File: config.mk
export PLATFORM = sky130hd
export DESIGN_NAME = round_robin_task_scheduler_unit
export DESIGN_NICKNAME = d
export VERILOG_FILES = /design/src/rtl/rrts_pkg.sv /design/src/rtl/round_robin_task_scheduler_unit.sv /design/src/rtl/rrts_task_cell.sv
export SDC_FILE = /design/constraint.sdc
export NUM_CORES = 1
export LEC_CHECK = 0
export BUFFER_PORTS_ARGS = -buffer_cell sky130_fd_sc_hd__buf_2
export CAP_MARGIN = 30
export CELL_PAD_IN_SITES_DETAIL_PLACEMENT = 1
export CELL_PAD_IN_SITES_GLOBAL_PLACEMENT = 2
export CORE_AREA = 2 2 262 264
export CTS_CLUSTER_DIAMETER = 100
export DETAILED_ROUTE_END_ITERATION = 10
export DIE_AREA = 0 0 264 266
export PLACE_DENSITY_LB_ADDON = 0.1
export SKIP_LAST_GASP = 1
export SYNTH_ARGS = -nofsm -noshare
export SYNTH_HDL_FRONTEND = slang
export SYNTH_HIERARCHICAL = 1
export SYNTH_SLANG_ARGS = --single-unit
File: constraint.sdc
create_clock -name aclk -period 5.8 [get_ports aclk]
set_input_delay 0.87 -clock aclk [delete_from_list [all_inputs] [get_ports aclk]]
set_output_delay 0.87 -clock aclk [all_outputs]
set_load 0.02 [all_outputs]
File: src/rtl/rrts_pkg.sv
// Shared types and constants for the round-robin task scheduler.
`default_nettype none
package rrts_pkg;

    localparam int TASK_SLOTS_DEF      = 8;
    localparam int MUTEX_SLOTS_DEF     = 4;
    localparam int SEMAPHORE_SLOTS_DEF = 4;

    localparam logic [7:0] SEM_MAX   = 8'hFF;
    localparam int         NO_OWNER  = 15;

    typedef enum logic [1:0] {
        ST_READY      = 2'd0,
        ST_RUNNING    = 2'd1,
        ST_BLOCKED    = 2'd2,
        ST_MUTEX_WAIT = 2'd3
    } task_state_t;

    typedef enum logic [2:0] {
        OP_TICK   = 3'd0,
        OP_DELAY  = 3'd1,
        OP_LOCK   = 3'd2,
        OP_UNLOCK = 3'd3,
        OP_WAIT   = 3'd4,
        OP_POST   = 3'd5
    } op_code_t;

    // Command broadcast to every task cell.
    typedef struct packed {
        logic        tick;
        logic [31:0] now;
        logic        unlock;
        logic        post;
        logic        cur_wr;
        task_state_t cur_val;
        logic        release_cur;
        logic        wake_wr;
        logic [31:0] wake_val;
        logic        run;
    } cell_cmd_t;

endpackage
`default_nettype wire

File: src/rtl/round_robin_task_scheduler_unit.sv
// Top level of the round-robin task scheduler with its sequencer and sync objects.
`default_nettype none
// Each transfer on the input stream is one scheduler operation and yields exactly one
// result transfer. Task states live in a row of cells; a post wakes the lowest blocked
// task through a carry that ripples along the row. An operation without a scheduling
// pass goes from the execute state straight to the done state. A pass first reduces
// the successor index modulo the task count (one subtract per cycle), then probes
// one candidate per cycle, up to n candidates. A new input is taken once the previous
// one is finished; its result may still sit in the output register waiting for the
// consumer.
module round_robin_task_scheduler_unit
    import rrts_pkg::*;
#(
    parameter int TASK_SLOTS      = TASK_SLOTS_DEF,
    parameter int MUTEX_SLOTS     = MUTEX_SLOTS_DEF,
    parameter int SEMAPHORE_SLOTS = SEMAPHORE_SLOTS_DEF
) (
    input  wire logic        aclk,
    input  wire logic        aresetn,
    input  wire logic        cfg_wr_en,
    input  wire logic [3:0]  cfg_wr_data,    // task_count
    input  wire logic        s_axis_tvalid,
    output logic             s_axis_tready,
    input  wire logic [39:0] s_axis_tdata,   // operation[2:0], delay_ticks[34:3],
                                             // object_index[36:35], zero fill
    output logic             m_axis_tvalid,
    input  wire logic        m_axis_tready,
    output logic [7:0]       m_axis_tdata    // chosen_task[2:0], switch_request[3],
                                             // granted[4], zero fill
);

    localparam int TW    = $clog2(TASK_SLOTS);
    localparam int NW    = $clog2(TASK_SLOTS + 1);
    localparam int OWN_W = (TW > 4) ? TW : 4;
    localparam int MIDX  = (MUTEX_SLOTS > 1) ? $clog2(MUTEX_SLOTS) : 1;
    localparam int SIDX  = (SEMAPHORE_SLOTS > 1) ? $clog2(SEMAPHORE_SLOTS) : 1;

    typedef enum logic [2:0] {S_IDLE, S_EXEC, S_MOD, S_SCAN, S_DONE} fsm_t;

    fsm_t              state_reg;
    logic [3:0]        task_count_reg;
    logic [2:0]        op_reg;
    logic [31:0]       dly_reg;
    logic [1:0]        obj_reg;
    logic [31:0]       counter_reg;
    logic [TW-1:0]     running_reg;
    logic [TW:0]       cand_reg;
    logic [NW-1:0]     left_reg;
    logic              sw_reg, gr_reg;
    logic              m_valid_reg;
    logic [7:0]        m_data_reg;
    logic              locked_reg [MUTEX_SLOTS];
    logic [OWN_W-1:0]  owner_reg  [MUTEX_SLOTS];
    logic [7:0]        sem_reg    [SEMAPHORE_SLOTS];

    cell_cmd_t         cmd;
    task_state_t       cell_state [TASK_SLOTS];
    logic [TASK_SLOTS:0] blk_chain;
    logic [NW-1:0]     n_eff;
    logic              pass, grant;
    logic              m_ok, s_ok;
    logic [MIDX-1:0]   m_idx;
    logic [SIDX-1:0]   s_idx;
    logic              cand_ready, scan_last;
    logic [TW-1:0]     sel_idx;

    assign n_eff = (task_count_reg == 4'd0) ? NW'(1) :
                   (32'(task_count_reg) > TASK_SLOTS) ? NW'(TASK_SLOTS) :
                   NW'(task_count_reg);

    assign m_ok  = 32'(obj_reg) < MUTEX_SLOTS;
    assign s_ok  = 32'(obj_reg) < SEMAPHORE_SLOTS;
    assign m_idx = MIDX'(obj_reg);
    assign s_idx = SIDX'(obj_reg);

    assign cand_ready = cell_state[cand_reg[TW-1:0]] == ST_READY;
    assign scan_last  = left_reg == NW'(1);
    assign sel_idx    = cand_ready ? cand_reg[TW-1:0] : running_reg;

    always_comb begin
        cmd   = '0;
        pass  = 1'b0;
        grant = 1'b0;
        if (state_reg == S_EXEC) begin
            case (op_reg)
                OP_TICK: begin
                    cmd.tick = 1'b1;
                    cmd.now  = counter_reg + 32'd1;
                    pass     = 1'b1;
                end
                OP_DELAY: begin
                    cmd.wake_wr  = 1'b1;
                    cmd.wake_val = counter_reg + dly_reg;
                    cmd.cur_wr   = 1'b1;
                    cmd.cur_val  = ST_BLOCKED;
                    pass         = 1'b1;
                end
                OP_LOCK: begin
                    if (m_ok) begin
                        if (locked_reg[m_idx] && owner_reg[m_idx] != OWN_W'(running_reg)) begin
                            cmd.cur_wr  = 1'b1;
                            cmd.cur_val = ST_MUTEX_WAIT;
                            pass        = 1'b1;
                        end else begin
                            grant = 1'b1;
                        end
                    end
                end
                OP_UNLOCK: begin
                    if (m_ok && owner_reg[m_idx] == OWN_W'(running_reg)) begin
                        cmd.unlock = 1'b1;
                    end
                end
                OP_WAIT: begin
                    if (s_ok) begin
                        if (sem_reg[s_idx] == 8'd0) begin
                            cmd.cur_wr  = 1'b1;
                            cmd.cur_val = ST_BLOCKED;
                            pass        = 1'b1;
                        end else begin
                            grant = 1'b1;
                        end
                    end
                end
                OP_POST: begin
                    if (s_ok) begin
                        cmd.post = 1'b1;
                    end
                end
                default: ;
            endcase
            cmd.release_cur = pass;
        end
        if (state_reg == S_SCAN) begin
            cmd.run = cand_ready || scan_last;
        end
    end

    assign blk_chain[0] = 1'b0;

    for (genvar i = 0; i < TASK_SLOTS; i++) begin : g_cell
        rrts_task_cell u_cell (
            .aclk          (aclk),
            .aresetn       (aresetn),
            .cmd           (cmd),
            .is_cur        (running_reg == TW'(i)),
            .is_sel        (sel_idx == TW'(i)),
            .active        (32'(n_eff) > i),
            .reset_running (i == 0),
            .blk_in        (blk_chain[i]),
            .blk_out       (blk_chain[i+1]),
            .state         (cell_state[i])
        );
    end

    always_ff @(posedge aclk) begin
        if (!aresetn) begin
            state_reg      <= S_IDLE;
            task_count_reg <= 4'd1;
            counter_reg    <= '0;
            running_reg    <= '0;
            m_valid_reg    <= 1'b0;
            for (int m = 0; m < MUTEX_SLOTS; m++) begin
                locked_reg[m] <= 1'b0;
                owner_reg[m]  <= OWN_W'(NO_OWNER);
            end
            for (int s = 0; s < SEMAPHORE_SLOTS; s++) begin
                sem_reg[s] <= 8'd0;
            end
        end else begin
            if (cfg_wr_en) begin
                task_count_reg <= cfg_wr_data;
            end
            if (state_reg == S_DONE && (!m_valid_reg || m_axis_tready)) begin
                m_valid_reg <= 1'b1;
            end else if (m_axis_tready) begin
                m_valid_reg <= 1'b0;
            end
            unique case (state_reg)
                S_IDLE: begin
                    if (s_axis_tvalid) begin
                        op_reg    <= s_axis_tdata[2:0];
                        dly_reg   <= s_axis_tdata[34:3];
                        obj_reg   <= s_axis_tdata[36:35];
                        state_reg <= S_EXEC;
                    end
                end
                S_EXEC: begin
                    sw_reg <= pass;
                    gr_reg <= grant;
                    if (cmd.tick) begin
                        counter_reg <= cmd.now;
                    end
                    if (op_reg == OP_LOCK && grant) begin
                        locked_reg[m_idx] <= 1'b1;
                        owner_reg[m_idx]  <= OWN_W'(running_reg);
                    end
                    if (cmd.unlock) begin
                        locked_reg[m_idx] <= 1'b0;
                        owner_reg[m_idx]  <= OWN_W'(NO_OWNER);
                    end
                    if (op_reg == OP_WAIT && grant) begin
                        sem_reg[s_idx] <= sem_reg[s_idx] - 8'd1;
                    end
                    if (cmd.post && sem_reg[s_idx] != SEM_MAX) begin
                        sem_reg[s_idx] <= sem_reg[s_idx] + 8'd1;
                    end
                    cand_reg  <= {1'b0, running_reg} + (TW+1)'(1);
                    state_reg <= pass ? S_MOD : S_DONE;
                end
                S_MOD: begin
                    // Bring the successor index below the task count.
                    if (cand_reg >= (TW+1)'(n_eff)) begin
                        cand_reg <= cand_reg - (TW+1)'(n_eff);
                    end else begin
                        left_reg  <= n_eff;
                        state_reg <= S_SCAN;
                    end
                end
                S_SCAN: begin
                    if (cmd.run) begin
                        running_reg <= sel_idx;
                        state_reg   <= S_DONE;
                    end else begin
                        left_reg <= left_reg - NW'(1);
                        cand_reg <= (cand_reg + (TW+1)'(1) == (TW+1)'(n_eff)) ? '0 :
                                    cand_reg + (TW+1)'(1);
                    end
                end
                S_DONE: begin
                    if (!m_valid_reg || m_axis_tready) begin
                        m_data_reg  <= {3'b000, gr_reg, sw_reg, 3'(running_reg)};
                        state_reg   <= S_IDLE;
                    end
                end
                default: state_reg <= S_IDLE;
            endcase
        end
    end

    assign s_axis_tready = state_reg == S_IDLE;
    assign m_axis_tvalid = m_valid_reg;
    assign m_axis_tdata  = m_data_reg;

endmodule
`default_nettype wire

File: src/rtl/rrts_task_cell.sv
// One task slot: its scheduling state and wake tick.
`default_nettype none
module rrts_task_cell
    import rrts_pkg::*;
(
    input  wire logic        aclk,
    input  wire logic        aresetn,
    input  wire cell_cmd_t   cmd,
    input  wire logic        is_cur,
    input  wire logic        is_sel,
    input  wire logic        active,
    input  wire logic        reset_running,
    input  wire logic        blk_in,
    output logic             blk_out,
    output task_state_t      state
);

    task_state_t state_reg, state_next;
    logic [31:0] wake_reg;

    always_comb begin
        state_next = state_reg;
        if (cmd.tick && active && state_reg == ST_BLOCKED && cmd.now >= wake_reg) begin
            state_next = ST_READY;
        end
        if (cmd.unlock && active && state_reg == ST_MUTEX_WAIT) begin
            state_next = ST_READY;
        end
        // Only the lowest blocked active task is woken by a post.
        if (cmd.post && active && state_reg == ST_BLOCKED && !blk_in) begin
            state_next = ST_READY;
        end
        if (is_cur && cmd.cur_wr) begin
            state_next = cmd.cur_val;
        end
        if (is_cur && cmd.release_cur && state_next == ST_RUNNING) begin
            state_next = ST_READY;
        end
        if (is_sel && cmd.run) begin
            state_next = ST_RUNNING;
        end
    end

    always_ff @(posedge aclk) begin
        if (!aresetn) begin
            state_reg <= reset_running ? ST_RUNNING : ST_READY;
            wake_reg  <= '0;
        end else begin
            state_reg <= state_next;
            if (is_cur && cmd.wake_wr) begin
                wake_reg <= cmd.wake_val;
            end
        end
    end

    assign blk_out = blk_in | (active && state_reg == ST_BLOCKED);
    assign state   = state_reg;

endmodule
`default_nettype wire
======== Word-level counts from Yosys, hierarchy flattened ========
Memories as Yosys holds them, arrays and structs flattened. A register that Yosys moved wholly into a read port is not among the register bits.
Index checks and enable logic that the tools add are counted.
operators by class
  $add $sub $neg .......................... 8
  $lt $le $gt $ge ......................... 19
  equal/unequal tests ..................... 58
  mux-type cells .......................... 118
  bitwise gates (word level) .............. 11
  reductions and logical operators ........ 156
operator list
  kind                                                  number
  greater-or-equal comparator 32 bit                    8
  logical AND 1 bit                                     115
  2-to-1 mux 2 bit                                      40
  2-to-1 mux 72 bit                                     1
  2-to-1 mux 33 bit                                     2
  2-to-1 mux 1 bit                                      49
  2-to-1 mux 4 bit                                      9
  equality test 3 bit (second input constant)           11
  adder 32 x 1 -> 32 bit (second input constant)        1
  adder 32 bit                                          1
  equality test 2 bit (second input constant)           16
  equality test 3 x 2 -> 1 bit (second input constant)  8
  2-to-1 mux 3 bit                                      8
  OR reduction 3 bit                                    8
  equality test 2 x 1 -> 1 bit (second input constant)  8
  > comparator 4 x 3 -> 1 bit (second input constant)   4
  2-to-1 mux 8 bit                                      2
  case mux 3 bit (5 select lines)                       1
  equality test 3 x 1 -> 1 bit (second input constant)  4
  logical NOT 3 bit                                     4
  case mux 4 bit (3 select lines)                       1
  AND reduction 4 bit                                   3
  bitwise OR 1 bit                                      9
  case mux 3 bit (3 select lines)                       1
  other kinds (37)                                      56
storage, ports and cells
  register bits ........................... 367
  memory bits (writable) .................. 52
  input port bits ......................... 49
  output and inout port bits .............. 10
  word-level logic and storage cells ...... 410
  memories kept ........................... 3
memories
  memory      words  bits a word  read ports  clocked after memory_dff  write ports  line                                   RTL
  sem_reg     4      8            1           1                         4            round_robin_task_scheduler_unit.sv:54  logic [7:0] sem_reg [SEMAPHORE_SLOTS];
  owner_reg   4      4            1           1                         4            round_robin_task_scheduler_unit.sv:53  logic [OWN_W-1:0] owner_reg [MUTEX_SLOTS];
  locked_reg  4      1            1           1                         4            round_robin_task_scheduler_unit.sv:52  logic locked_reg [MUTEX_SLOTS];

======== Logic depth before layout (Yosys ltp) ========
Gate-level depths: netlist of run 1.
  word-level depth ........................ 19
  depth in mapped cells ................... 16
  depth with buffers taken out ............ 15

======== Cells and area by module ========
Netlist of run 1, hierarchy kept.
by module, submodules not included
  module                           instances  cells each  area an instance (µm²)  seq. area each (µm²)
  rrts_task_cell                   8          271         2152.1                  680.7
  round_robin_task_scheduler_unit  1          993         9593.0                  3993.8

======== Least setup slack after synthesis of run 1 ========
Ideal clock, no wire load.
  path type ............................... flip-flop to flip-flop
  start ................................... register counter_reg[1]
  end ..................................... register g_cell[0].u_cell.state_reg[1]
  setup time .............................. 124 ps
  arrival time ............................ 3654 ps
  required time ........................... 5676 ps
  path slack .............................. 2022 ps
  stages on the path, launching flop included .. 16
  buffers on the path ..................... 1
  clock period less this slack ............ 3778 ps
  cells stage by stage .................... dfxtp_1 -> ha_1 -> and3_1 -> nand3_1 -> or2_1 -> or4_1 -> clkbuf_1 -> or3_1 -> a21oi_1 -> ha_1 -> nand4_1 -> nor4_1 -> nand2_1 -> o211ai_1 -> a31o_1 -> a21boi_1
RTL lines
  item                    line                                    RTL
  from (decl)             round_robin_task_scheduler_unit.sv:45   logic [31:0] counter_reg;
  from (signal assigned)  round_robin_task_scheduler_unit.sv:192  counter_reg <= cmd.now;
  to (signal assigned)    rrts_task_cell.sv:46                    state_reg <= reset_running ? ST_RUNNING : ST_READY;
  to (signal assigned)    rrts_task_cell.sv:49                    state_reg <= state_next;
  to (decl)               rrts_task_cell.sv:18                    task_state_t state_reg, state_next;

==> results.json, run 1 <==
{
  "status": "completed",
  "drtAntennaViolNets": 0,
  "hold_viol": 0,
  "antenna_cells": 0,
  "layout-drive-gt1-share": 0.104,
  "wirelength_um": 92000,
  "path_clk_slew_ns": 0.06,
  "largest_reg_flops": 256,
  "hold_class": "in -> reg",
  "cts_hold_buf": 0,
  "crit_path_end_kind": "flop",
  "crit_buf_inv": 2,
  "grt_pass1_vias": 23400,
  "yosys_warnings": 6,
  "drcViolationCount": 0,
  "grt_overflow_total": 0,
  "whs_ns": 0.439,
  "routabilityCongestion": 0.837,
  "firstDrtPassIters": 5,
  "clk_latency_ns": 0.62,
  "fin_tns_setup_ns": 0,
  "critPathSlowestCell": "or4_1",
  "cts_made_buffers": 52,
  "crit_fanout": 8,
  "fin_worst_skew_ns": 0.0217,
  "start_util": 0.396,
  "grt_max_degree": 95,
  "critPathRequiredTime_ns": 6.28,
  "wire_per_inst_um": 22.1,
  "cts_tree": "done",
  "powerDensity_nw_per_um2": 225,
  "rsz0062_at_grt": "no",
  "rows": 96,
  "antenna_found_initial": 1,
  "num_vias": 22700,
  "ioPinCount": 59,
  "track_usage": 0.259,
  "place_hpwl_um": 67600,
  "postSynthAreaPerCell_um2": 8.48,
  "die_y_um": 266,
  "clkSinkCount": 421,
  "port_buffers": 52,
  "viasPerCell": 5.45,
  "clock-root-buffer": "clkbuf_16",
  "period_share": 0.800,
  "cts_resized": 0,
  "fill_cells": 7986,
  "setup_viol": 0,
  "slew_violations": 0,
  "synth_cells": 3160,
  "netlist_area_um2": 26800,
  "start_kind": "flop",
  "path_class": "reg -> reg",
  "grt_pass1_wl_um": 139000,
  "drv_cap": 0,
  "drtIter0Drc": 1125,
  "cpLargestDelayFamily": "simple AND/OR/NAND/NOR gates",
  "area_growth_pct": 12.8,
  "postCtsSetupBuffers": 0,
  "max_slew_margin": 0.315,
  "cts_buffer_depth": 3,
  "cp_num_cells": 16,
  "peakVddDrop_uv": 225,
  "fin_crit_ns": 4.64,
  "crit_arrival_ns": 5.12,
  "die-area_um2": 70200,
  "crit_path_cell_trace": "ha_1, and3_1, nand3_1, or2_1, or4_1, or3_1, a21oi_1, buf_4, ha_1, nand4_1, nor4_1, buf_4, nand2_1, o211ai_1, a31o_1, a21boi_1",
  "p_leak_nw": 11.4,
  "fp.coreArea_um2": 67700,
  "worstMarginPinSlew_ns": 1.03,
  "r2r_cells": 16,
  "final_net_count": 3606,
  "cts-htree-levels": 2,
  "hold_depth": 1,
  "max_freq_mhz": 216,
  "worst_path_largest_cell_delay_ns": 0.68,
  "die_w_um": 264
}
cell type report:
type	instances	area, um^2	area share
inverters	286	1070	0.0355
clock inverters	18	180	0.00596
clock buffers	78	1550	0.0513
multi-input cells	2344	15800	0.524
repair buffers	142	1030	0.0341
flip-flops and latches	421	9440	0.312
well taps	882	1100	0.0365
metrics by stage:
stage	cell area, um^2	cells	util	worst slack (ns)	power [mW]
final	30200	4171	0.446	1.16	6.79
after global routing	30200	4171	0.446	0.871	7.01
after CTS	30200	4171	0.446	1.18	6.87
after detailed placement	28500	4075	0.421	1.24	3.50
after global placement	28300	4058	0.418	1.34	3.48
after floorplan	26900	3175	-	2.02	3.36
power breakdown:
group,switching [mW],internal [mW]
Combinational,0.223,0.140
Clock,1.38,1.97
Sequential,0.0342,3.04
layout by cell type, fill, tap and decap left out, drive strengths merged, types with 20 or more instances in the layout:
master,count
nand2,683
dfxtp,320
ha,307
inv,289
a21boi,289
a21oi,158
nor2,145
buf,141
edfxtp,101
o21ai,88
clkbuf,79
nand3,78
and2,51
xnor2,50
and4,39
xor2,38
nand4,31
or2,27
o21a,24
nor3,24
or3,23
and3,22
nand2b,22
o211ai,21
nor2b,20
mux2i,20
final timing paths:
kind / startpoint / end / slack, ns
worst min-delay path: s_axis_tdata[21] / dly_reg[18]$_DFFE_PP_ / 0.44
worst max register to register: counter_reg[0]$_SDFFE_PN0P_ / g_cell[7].u_cell/state[1]$_SDFF_PP0_ / 1.16
worst max-delay path: counter_reg[0]$_SDFFE_PN0P_ / g_cell[7].u_cell/state[1]$_SDFF_PP0_ / 1.16
worst min register to register: g_cell[1].u_cell/wake_reg[24]$_SDFFE_PN0P_ / g_cell[1].u_cell/wake_reg[24]$_SDFFE_PN0P_ / 0.45
metal layers:
metal / share of wire / GRT usage / up-vias
li1: - / - / 11000
met2: 0.47 / 0.437 / 320
met3: 0.027 / 0.0269 / 123
met4: 0.025 / 0.0696 / 0
met1: 0.48 / 0.353 / 11300
met5: 0 / 0 / -
No activity file was read; power rests on OpenSTA's default activity.
==> run 2: changes to the inputs <==
- clock period: 5.8 -> 4.5 ns (I/O delays scaled with it)
==> results.json, run 2 (synthesis results as in run 1) <==
{
  "status": "completed",
  "p_total_mw": 8.80,
  "path_class": "reg -> reg",
  "clk_latency_ns": 0.62,
  "final_cell_mix": "nand2_1 (673), dfxtp_1 (320), ha_1 (307), inv_1 (285), a21boi_1 (219)",
  "regArea_um2": 9440,
  "fin_crit_ns": 4.27,
  "fp.coreArea_um2": 67700,
  "ioPinCount": 59,
  "stdcell_area_um2": 30500,
  "die_y_um": 266,
  "clock-root-buffer": "clkbuf_16",
  "postCtsSetupBuffers": 0,
  "crit_arrival_ns": 4.77,
  "firstDrtPassIters": 5,
  "grt_pass1_wl_um": 142000,
  "grt_max_degree": 227,
  "num_vias": 22900,
  "regToRegSetupSlack_ns": 0.23,
  "routabilityCongestion": 0.849,
  "port_buffers": 52,
  "r2r-start": "counter_reg[0]$_SDFFE_PN0P_",
  "cts_buffer_depth": 3,
  "worst_path_largest_cell_delay_ns": 0.71,
  "cts_tree": "done",
  "critPathRequiredTime_ns": 5.01,
  "die-area_um2": 70200,
  "drtIter0Drc": 1145,
  "max_slew_margin": 0.333,
  "clkSinkCount": 421,
  "hold_class": "in -> reg",
  "start_kind": "flop",
  "max_freq_mhz": 234,
  "layout-drive-gt1-share": 0.113,
  "drv_cap": 0,
  "grt_pass1_vias": 23900,
  "setup_slack_ns": 0.234,
  "track_usage": 0.266,
  "pre_cts_ws_ns": -0.0284,
  "slew_violations": 0,
  "peakVddDrop_uv": 271,
  "powerDensity_nw_per_um2": 288,
  "cts-htree-levels": 2,
  "viasPerCell": 5.46,
  "rows": 96,
  "area_growth_pct": 13.8,
  "rsz0062_at_grt": "no",
  "wire_per_inst_um": 22.2,
  "p_leak_nw": 11.6,
  "worstMarginPinSlew_ns": 0.996,
  "drtAntennaViolNets": 0,
  "antenna_found_initial": 3,
  "place_hpwl_um": 68100,
  "setup_viol": 0,
  "critPathSlowestCell": "or4_1",
  "place_area_um2": 28700,
  "die_w_um": 264,
  "multiInputGateArea_um2": 15900,
  "crit_fanout": 8,
  "largest_reg_flops": 256,
  "layout_commonest_cell": "nand2_1",
  "cts_made_buffers": 53,
  "wirelength_um": 93400,
  "final_net_count": 3645,
  "cpMostUsedCell": "ha_1",
  "grt_overflow_total": 0,
  "hold_start": "s_axis_tdata[8]",
  "fin_worst_skew_ns": 0.0312,
  "crit_path_cell_trace": "ha_1, and3_1, nand3_1, or2_1, or4_1, or3_1, a21oi_1, buf_4, ha_1, nand4_1, nor4_4, nand2_1, o211ai_1, a31o_1, a21boi_1",
  "drcViolationCount": 0,
  "period_share": 0.948,
  "fill_cells": 8043,
  "hold_viol": 0,
  "path_clk_slew_ns": 0.06,
  "crit_path_end_kind": "flop",
  "start_util": 0.396,
  "crit_path_start": "counter_reg[0]$_SDFFE_PN0P_"
}
==> run 2: changes by cell type in the layout (fill, tap and decap cells not counted), moves of 4 or more <==
cell       change
buf_12         +4
buf_4         +43
clkbuf_8      -11
buf_6          -7
nor4_1         -4
nor3_2         -4
nor3_1         +4
bufinv_16      +4
==> run 2: per-stage QoR <==
stage               hold slack, ns  utilization  setup TNS [ns]  cells
detailed placement           0.407        0.424         -0.0565   4109
CTS                          0.207        0.449               0   4198
floorplan                    0.400            -               0   3175
global placement             0.435        0.423        -0.00376   4105
global route                 0.220        0.450               0   4202
finish                       0.246        0.450               0   4203
==> run 2: power breakdown <==
part	total [mW]	switching [mW]	internal [mW]	leakage, nW
Clock	4.36	1.74	2.61	0.830
Sequential	3.95	0.0355	3.92	3.51
Combinational	0.490	0.301	0.189	7.26
==> run 2: path summary, 6_finish.rpt <==
check                                         endpoint  cells after the start
max                  g_cell[2].u_cell/state[0]$_DFF_P_                     15
max reg2reg          g_cell[2].u_cell/state[0]$_DFF_P_                     15
min reg2reg  g_cell[2].u_cell/wake_reg[3]$_SDFFE_PN0P_                      2
min                               dly_reg[5]$_DFFE_PP_                      1
==> run 2: critical path, delay by kind of cell (launching register included) <==
family | cells | cell delay (ns)
buffers and inverters | 1 | 0.24
DFF | 1 | 0.33
adders and majority gates | 2 | 0.40
and+or+nand+nor | 8 | 2.65
AOI/OAI and AO/OA | 4 | 0.51
==> run 2: final cells by class <==
cell class              count  share of cell area
flip-flops and latches    421               0.309
well taps                 882              0.0362
diodes                      1           0.0000820
multi-input cells        2344               0.520
inverters                 286              0.0352
clock inverters            20             0.00935
repair buffers            180              0.0430
clock buffers              69              0.0468
==> run 2: timing repair <==
item,in CTS,in global routing
pin swaps,0,0
setup endpoints to repair,2,15
gates cloned,0,0
gates resized for setup,1,7
hold buffers,0,0
==> run 2: per-layer routing <==
metal | global-route usage | vias to the layer above | wire (um)
met5 | 0 | - | 23
met4 | 0.0972 | 4 | 3430
met3 | 0.0296 | 158 | 3220
met2 | 0.440 | 347 | 43100
met1 | 0.358 | 11400 | 43600
li1 | - | 11100 | -
